`config.mk`:
```
export PLATFORM = sky130hd
export DESIGN_NAME = fra_queue
export DESIGN_NICKNAME = d
export VERILOG_FILES = /design/src/rtl/core/fragment_reassembly_slots_defines.svh /design/src/rtl/core/fra_queue.sv
export SDC_FILE = /design/constraint.sdc
export NUM_CORES = 1
export LEC_CHECK = 0
export ABC_AREA = 1
export BUFFER_PORTS_ARGS = -buffer_cell sky130_fd_sc_hd__buf_2
export CORE_AREA = 5 5 42 44
export CTS_CLUSTER_DIAMETER = 60
export DETAILED_ROUTE_END_ITERATION = 6
export DIE_AREA = 0 0 47 49
export PLACE_DENSITY = 0.52
export SLEW_MARGIN = 30
export SYNTH_ARGS = -nofsm -noshare
export SYNTH_HDL_FRONTEND = slang
export SYNTH_SLANG_ARGS = --single-unit
```
`constraint.sdc`:
```
create_clock -name clk -period 1.5 [get_ports clk]
set_clock_uncertainty 0.2 [all_clocks]
set_input_delay 0.3 -clock clk [delete_from_list [all_inputs] [get_ports clk]]
set_output_delay 0.3 -clock clk [all_outputs]
set_load 0.1 [all_outputs]
```
`src/rtl/core/fragment_reassembly_slots_defines.svh`:
```
// Assertion macros for the fragment reassembly block.
// No dependencies; included by the top level.
`ifndef FRAGMENT_REASSEMBLY_SLOTS_DEFINES_SVH
`define FRAGMENT_REASSEMBLY_SLOTS_DEFINES_SVH
`ifndef NO_ASSERTIONS
// same-cycle implication, disabled in reset
`define FRA_ASSERT_NOW(label, ante, cons) \
  label: assert property (@(posedge clk) disable iff (rst) (ante) |-> (cons)) \
    else $error("fra check failed");
// next-cycle implication, disabled in reset
`define FRA_ASSERT_NEXT(label, ante, cons) \
  label: assert property (@(posedge clk) disable iff (rst) (ante) |=> (cons)) \
    else $error("fra check failed");
`else
`define FRA_ASSERT_NOW(label, ante, cons)
`define FRA_ASSERT_NEXT(label, ante, cons)
`endif
`endif

```
`src/rtl/core/fra_queue.sv`:
```
// Small first-in first-out queue of any packed type.
// Depends on nothing; DEPTH must be a power of two.
module fra_queue #(
  parameter type T     = logic,
  parameter int  DEPTH = 2
) (
  input  logic                       clk,
  input  logic                       rst,
  input  logic                       push,
  input  T                           din,
  output logic                       full,
  input  logic                       pop,
  output T                           dout,
  output logic                       empty,
  output logic [$clog2(DEPTH+1)-1:0] level
);
  localparam int PW = (DEPTH > 1) ? $clog2(DEPTH) : 1;
  localparam int LW = $clog2(DEPTH+1);

  T                entries [DEPTH];
  logic [PW-1:0]   wr_ptr;
  logic [PW-1:0]   rd_ptr;
  logic [LW-1:0]   count;
  logic            do_push;
  logic            do_pop;

  assign full    = (count == LW'(DEPTH));
  assign empty   = (count == '0);
  assign level   = count;
  assign dout    = entries[rd_ptr];
  assign do_push = push && !full;
  assign do_pop  = pop && !empty;

  // pointers and occupancy
  always_ff @(posedge clk) begin
    if (rst) begin
      wr_ptr <= '0;
      rd_ptr <= '0;
      count  <= '0;
    end else begin
      if (do_push) wr_ptr <= wr_ptr + 1'b1;
      if (do_pop)  rd_ptr <= rd_ptr + 1'b1;
      if (do_push && !do_pop)      count <= count + 1'b1;
      else if (do_pop && !do_push) count <= count - 1'b1;
    end
  end

  // storage
  always_ff @(posedge clk) begin
    if (do_push) entries[wr_ptr] <= din;
  end
endmodule

```
==> flow_metrics.tcl <==
set metrics [dict create \
    status "finished with violations" \
    violations "setup timing" \
    cts_max_level 1 \
    crit_path_end_kind "output port" \
    critical_path.cell_chain "mux2_4 > buf_12" \
    clk_latency_ns 0.26 \
    cts_tree "built" \
    ys_top_cells_by_area "dfxtp_1 31%, edfxtp_1 19%, nor2_1 10%, inv_1 6.9%, o21ai_2 5.4%" \
    area_growth_pct 86.5 \
    hpwl_um 567 \
    syn_nets 46 \
    cp.buffers_inverters 1 \
    rows 14 \
    syn_inst 40 \
    first_global_vias 302 \
    worst_pin_slew_ns 0.210 \
    firstDrtPassIters 1 \
    cts.sinks 7 \
    finalWorstSetupSlack_ns -0.0726 \
    synth-seq-cells 7 \
    wl_per_cell_um 10.6 \
    die_y_um 49 \
    crit_path_top_delay_cell "edfxtp_1" \
    hold_class "in -> reg" \
    die_x_um 47 \
    place.gp.congestion 0.719 \
    cpPeakStageDelay_ns 0.36 \
    io_pins 10 \
    synth_top_area_share_pct 30.9 \
    min_period_ns 1.57 \
    overflow 0 \
    clockBufferDepth 2 \
    layout-drive-gt1-share_pct 57.6 \
    port_buffers 9 \
    start_util_pct 23.1 \
    synth.yosys.warnings 0 \
    ant_nets 0 \
    period_share_pct 105 \
    routed_via_density 4.05 \
    cp_max_fo 1 \
    critical_path_class "reg -> out" \
    timing.final.setup_violations 1 \
    rsz0062_at_grt "yes" \
    drt_iter0_markers 0 \
    ctsHoldBuffers 0 \
    root_buffer "clkbuf_4" \
    gr-usage-all-layers_pct 8.03 \
    slew_headroom_pct 85.9 \
    path_clk_slew_ns 0.06 \
    dieArea_um2 2300 \
    arrival_ns 1.07 \
    cts_buffers 3 \
    grt_pass1_wl_mm 1.25 \
    remaining_drc_errors 0 \
    antennaDiodeCount 0 \
    timing.fmax_ghz 0.636 \
    synth_largest_area_cell "dfxtp_1" \
    core-area_um2 1400 \
    hold_viol 0 \
    vias 304 \
    wl_um 797 \
    yosysSeqAreaShare_pct 49.4 \
    critPathRequiredTime_ns 1.00 \
    avgSynthCellArea_um2 8.10 \
    syn_area_um2 324 \
    antenna_found_initial 0 \
    synth.distinct_cells 16 \
    fin_nets 66 \
    cap_viol_max_count 0 \
    stdcell_area_um2 604 \
    grt_max_degree 8 \
    dpl_cell_area_um2 522 \
    finalMaxSlewViolations 0 \
    critPathTopFamily "flip-flops" \
    start_kind "register" \
]
kinds of logic (layout without fill, tap and decap cells):
kind of cell / count (synthesis) / in the layout / share of synthesized area [%]
AO/OA/AOI/OAI: 6 / 6 / 11.6
adder cells (fa/ha/maj): 1 / 1 / 3.86
buffers and inverters: 9 / 28 / 10.4
flip-flops: 7 / 7 / 49.4
multiplexers: 1 / 1 / 3.47
AND/OR/NAND/NOR: 16 / 16 / 21.2
layer usage:
| layer | track usage, % | vias to the layer above | wire [µm] |
|---|---|---|---|
| met4 | 5.53 | 0 | 6 |
| met1 | 9.01 | 132 | 347 |
| li1 | - | 163 | - |
| met3 | 5.90 | 2 | 59 |
| met5 | 0 | - | 0 |
| met2 | 10.2 | 7 | 383 |
cell usage in the layout (no fill, tap or decap):
cell	n
a21oi_1	1
and2_1	1
buf_12	5
buf_2	4
buf_4	5
buf_6	1
clkbuf_1	1
clkbuf_4	3
dfxtp_1	2
dfxtp_2	1
dfxtp_4	2
edfxtp_1	2
ha_4	1
inv_1	5
inv_2	3
inv_4	1
mux2_4	1
nand2_1	2
nand2_2	2
nand3_2	1
nand4_1	1
nor2_1	7
nor2_4	2
o21ai_0	2
o21ai_1	1
o21ai_4	2
layout make-up:
cell class              instances  area, µm²
well taps                      16       20.0
inverters                       9       36.3
repair buffers                 15        169
fillers                       147        797
multi-input cells              24        184
flip-flops and latches          7        169
clock buffers                   4       26.3
final timing paths:
path              cells after the start        from  slack (ns)         end
setup / recovery                      2  entries[1]       -0.07        dout
hold / removal                        1         din        0.03  entries[1]
setup reg to reg                      7    level[0]        0.05    level[1]
hold reg to reg                       2      wr_ptr        0.31      wr_ptr
metrics by stage:
stage	std cells	worst slack, ns	util [%]	hold slack [ns]	TNS, ns
floorplan	40	-0.152	-	0.199	-0.390
global placement	68	0.0927	37.2	0.297	0
detailed placement	68	0.0852	37.2	0.298	0
CTS	72	-0.0858	41.3	0.0295	-0.106
global route	75	-0.0978	43.1	0.0255	-0.156
finish	75	-0.0726	43.1	0.0349	-0.0726
timing repair:
action | in CTS | in global routing
gates resized for setup | 7 | 2
setup buffers | 1 | 3
pin swaps | 2 | 5
setup endpoints to repair | 3 | 4
cell usage after synthesis:
cell type / count
nor2_1: 9
a21oi_1: 1
dfxtp_1: 5
nand2_1: 3
inv_2: 3
inv_1: 6
nand3_1: 1
o21ai_0: 2
o21ai_1: 1
edfxtp_1: 2
mux2_2: 1
nand2_2: 1
o21ai_2: 2
nand4_1: 1
and2_1: 1
ha_1: 1
worst reg2reg max path, delay by kind of cell, from the launching register on:
kind / cells / cell delay [ns]
flip-flops: 1 / 0.40
adder cells (fa/ha/maj): 1 / 0.24
AND/OR/NAND/NOR: 3 / 0.20
AO/OA/AOI/OAI: 1 / 0.17
buffers and inverters: 2 / 0.13
Power is not shown: default switching activity piles up to over one toggle a cycle in this logic, so the estimate is an artifact.
