--- src/rtl/core/fragment_reassembly_slots_defines.svh ---
// Assertion macros for the fragment reassembly block.
// No dependencies; included by the top level.
`ifndef FRAGMENT_REASSEMBLY_SLOTS_DEFINES_SVH
`define FRAGMENT_REASSEMBLY_SLOTS_DEFINES_SVH
`ifndef NO_ASSERTIONS
// same-cycle implication, disabled in reset
`define FRA_ASSERT_NOW(label, ante, cons) \
  label: assert property (@(posedge clk) disable iff (rst) (ante) |-> (cons)) \
    else $error("fra check failed");
// next-cycle implication, disabled in reset
`define FRA_ASSERT_NEXT(label, ante, cons) \
  label: assert property (@(posedge clk) disable iff (rst) (ante) |=> (cons)) \
    else $error("fra check failed");
`else
`define FRA_ASSERT_NOW(label, ante, cons)
`define FRA_ASSERT_NEXT(label, ante, cons)
`endif
`endif

--- src/rtl/core/fra_pkg.sv ---
// Shared types, codes and defaults for the fragment reassembly block.
// No dependencies.
package fra_pkg;

  localparam int SLOT_COUNT_DEF  = 4;
  localparam int STORE_BYTES_DEF = 4096;
  localparam int HDR_BYTES       = 16;

  typedef enum logic [1:0] {
    OP_HEADER  = 2'd0,
    OP_BYTE    = 2'd1,
    OP_READ    = 2'd2,
    OP_RELEASE = 2'd3
  } op_t;

  typedef enum logic [2:0] {
    KIND_BAD_HDR  = 3'd0,
    KIND_NO_SLOT  = 3'd1,
    KIND_WHOLE    = 3'd2,
    KIND_STORED   = 3'd3,
    KIND_COMPLETE = 3'd4,
    KIND_PASS     = 3'd5,
    KIND_READ     = 3'd6,
    KIND_RELEASED = 3'd7
  } kind_t;

  typedef struct packed {
    op_t         op;
    logic [15:0] frag_len;
    logic [31:0] seq_id;
    logic [31:0] frag_size;
    logic [31:0] frag_offset;
    logic [31:0] msg_total;
    logic [7:0]  data_in;
    logic [1:0]  slot_sel;
    logic [11:0] read_addr;
  } req_t;

  typedef struct packed {
    kind_t       kind;
    logic [7:0]  data_out;
    logic [1:0]  slot_out;
    logic [12:0] length_out;
    logic        last_byte;
  } rsp_t;

  // classified command between front and back
  typedef struct packed {
    req_t item;
    logic bad;
    logic pass;
  } cmd_t;

endpackage

--- src/rtl/core/fra_front.sv ---
// Front end: validates fragment headers and classifies each request.
// Depends on fra_pkg.
module fra_front #(
  parameter int STORE_BYTES = fra_pkg::STORE_BYTES_DEF
) (
  input  fra_pkg::req_t req,
  output fra_pkg::cmd_t cmd
);
  import fra_pkg::*;

  logic [31:0] payload_len;
  logic        size_bad;
  logic        total_bad;
  logic        order_bad;
  logic        range_bad;

  // header sanity checks, all in parallel
  assign payload_len = {16'b0, req.frag_len} - 32'(HDR_BYTES);
  assign size_bad    = (req.frag_size != payload_len);
  assign total_bad   = (req.msg_total > 32'(STORE_BYTES));
  assign order_bad   = (req.frag_size > req.msg_total);
  assign range_bad   = ((req.msg_total - req.frag_size) < req.frag_offset);

  always_comb begin
    cmd.item = req;
    cmd.bad  = size_bad || total_bad || order_bad || range_bad;
    cmd.pass = (req.frag_size == req.msg_total);
  end
endmodule

--- config.mk ---
export PLATFORM = sky130hd
export DESIGN_NAME = fra_front
export DESIGN_NICKNAME = d
export VERILOG_FILES = /design/src/rtl/core/fragment_reassembly_slots_defines.svh /design/src/rtl/core/fra_pkg.sv /design/src/rtl/core/fra_front.sv
export SDC_FILE = /design/constraint.sdc
export NUM_CORES = 1
export LEC_CHECK = 0
export BUFFER_PORTS_ARGS = -buffer_cell sky130_fd_sc_hd__buf_2
export CAP_MARGIN = 20
export CELL_PAD_IN_SITES_DETAIL_PLACEMENT = 0
export CELL_PAD_IN_SITES_GLOBAL_PLACEMENT = 1
export CORE_ASPECT_RATIO = 0.8
export CORE_MARGIN = 8
export CORE_UTILIZATION = 30
export DETAILED_ROUTE_END_ITERATION = 7
export PLACE_DENSITY_LB_ADDON = 0.1
export RECOVER_POWER = 100
export SETUP_SLACK_MARGIN = 0.4
export SYNTH_ARGS = -nofsm -noshare
export SYNTH_HDL_FRONTEND = slang
export SYNTH_SLANG_ARGS = --single-unit
export TNS_END_PERCENT = 10
--- constraint.sdc ---
create_clock -name vclk -period 7.4
set_input_delay 1.11 -clock vclk [all_inputs]
set_output_delay 1.11 -clock vclk [all_outputs]
set_load 0.05 [all_outputs]
==> flow_summary.json <==
{
  "status": "finished clean",
  "core_area_um2": 14800,
  "drt_pass1_iterations": 4,
  "die_h_um": 125,
  "final_nets": 927,
  "finish.utilization_pct": 29.8,
  "dieArea_um2": 19100,
  "drt_wl_total_um": 15400,
  "antenna_found_initial": 0,
  "min-delay-start": "req[119]",
  "slew_headroom_pct": 54.3,
  "grt_overflow": 0,
  "postCtsResizedCells": 0,
  "p_per_area_nw_per_um2": 108,
  "hpwl_um": 13800,
  "grt_max_degree": 12,
  "vias_per_cell": 4.81,
  "rsz0062_at_grt": "false",
  "route.detailed.drc": 0,
  "finalHoldViolations": 0,
  "n_clock_buffer": 0,
  "syn_nets": 873,
  "dpl.cell_count": 881,
  "ys_seq_area_share_pct": 0,
  "antenna_cells": 0,
  "holdWs_ps": 2220,
  "yosysTopAreaCell": "buf_4",
  "place_congestion": 0.802,
  "seq_area_um2": 0,
  "slew_viol_final": 0,
  "min_path_cells": 0,
  "route.antenna.remaining_nets": 0,
  "worstPathRequired_ps": 6290,
  "ctsHoldBuffers": 0,
  "rows": 40,
  "cp-startpoint": "req[22]",
  "fmax_mhz": 151,
  "synth_top_area_share_pct": 28.2,
  "hold_class": "in -> out",
  "timing.final.crit_period_ps": 6640,
  "period_share_pct": 89.8,
  "drv_cap": 0,
  "io_buffer_count": 226,
  "start_kind": "primary input",
  "tns_ps": 0,
  "crit_path_max_fanout": 5,
  "grt_pass1_wl_um": 23900,
  "die-width_um": 152,
  "synthToLayoutAreaGrowth_pct": -1.32,
  "yosysUniqueCellTypes": 56,
  "critPathArrivalTime_ps": 5530,
  "grt_pass1_vias": 4407,
  "drive_gt1_share_pct": 17.5,
  "hold-path-endpoint": "cmd[121]",
  "crit_type": "in -> out",
  "wl_per_cell_um": 17.4,
  "io_pins": 338,
  "synth_area_leaders": "buf_4 28%, ha_1 18%, inv_1 6.1%",
  "postCtsSetupBuffers": 0,
  "dp_slack_ps": 982,
  "yosys-top-cells-count": "168 x buf_4, 73 x inv_1, 64 x ha_1",
  "seq_cells": 0,
  "dr_total_vias": 4235,
  "syn-cell-area_um2": 4470,
  "grtUsageTotal_pct": 15.0,
  "drt_iter0_drc": 149,
  "finalSetupViolCount": 0,
  "syn_inst": 640,
  "instances_no_fill": 881,
  "endpoint_kind": "output port",
  "ys_warn_count": 0,
  "syn_avg_cell_area_um2": 6.98,
  "worstMarginPinSlew_ps": 689,
  "ir_drop_mv": 0.0261,
  "leakagePower_nw": 2.23,
  "initial_core_util_pct": 30.2,
  "yosys.cell_count.top_type": "buf_4",
  "setup_slack_ps": 756
}
==> through the flow <==
step | power, mW | instance area (um2)
finish | 0.476 | 4410
global route | 0.527 | 4410
CTS | 0.488 | 4550
detailed placement | 0.484 | 4550
global placement | 0.485 | 4550
floorplan | 0.466 | 4470
==> how the worst max path moves through the flow <==
stage | endpoint | slack, ps | depth (start not counted)
final | cmd[1] | 760 | 21
after global routing | cmd[1] | 490 | 21
after CTS | cmd[1] | 990 | 21
after detailed placement | cmd[1] | 980 | 21
after global placement | cmd[1] | 990 | 21
after floorplan | cmd[1] | 960 | 19
==> power by group <==
part / leakage, nW / total (mW) / internal, mW / switching (mW)
combinational: 2.23 / 0.476 / 0.158 / 0.318
clock: 0 / 0 / 0 / 0
sequential: 0 / 0 / 0 / 0
==> logic make-up after synthesis <==
kind of cell | synth area share (%)
xor gates and xnor gates | 8.43
AOI/OAI and AO/OA | 19.3
and+or+nand+nor | 18.6
muxes | 0.448
adders and majority gates | 18.4
buffers and inverters | 34.9
==> per-layer routing <==
metal  vias up  share of wire [%]  GRT usage, %
met5         -                  0             0
met4         0               0.74          1.34
met3        22                5.5          2.24
met2       155                 43          24.4
met1      1909                 50          21.2
li1       2149                  -             -
==> area by class of cell <==
class	instances	area, um2
inverters	73	274
repair buffers	226	988
multi-input cells	393	2910
fillers	1711	10400
well taps	189	236
==> layout by cell type (no fill, tap or decap), types with 3 or more instances in the layout <==
cell type / netlist / layout
o21ai_0: 16 / 16
nand3_1: 15 / 15
nor2b_1: 9 / 9
inv_1: 73 / 73
nor3_1: 7 / 7
o21a_1: 4 / 4
and3_1: 8 / 8
clkbuf_1: 6 / 114
o21ai_1: 6 / 6
buf_2: 0 / 112
a21oi_1: 38 / 38
xnor2_1: 30 / 30
o211ai_1: 4 / 4
nor4_1: 17 / 17
nand2b_1: 12 / 12
o21bai_1: 4 / 4
nor2_1: 31 / 31
ha_1: 64 / 64
nand2_1: 26 / 26
xor2_1: 13 / 13
a211o_1: 3 / 3
a211oi_1: 6 / 6
nand4_1: 18 / 18
a21o_1: 19 / 19
==> worst max-delay path, stage by stage <==
cell	delay, ps
buf_2	110
inv_1	40
ha_1	220
fa_1	390
and2b_1	210
o21ai_1	80
a21boi_2	200
o31a_4	160
o21ai_2	90
o211a_4	280
or4b_1	470
nand4_1	110
ha_1	240
a21oi_1	120
nor2b_1	50
o21ai_0	140
a21oi_1	90
a211oi_1	430
a211oi_1	170
o311ai_1	290
clkbuf_1	510
No activity file was read; power rests on OpenSTA's default activity.
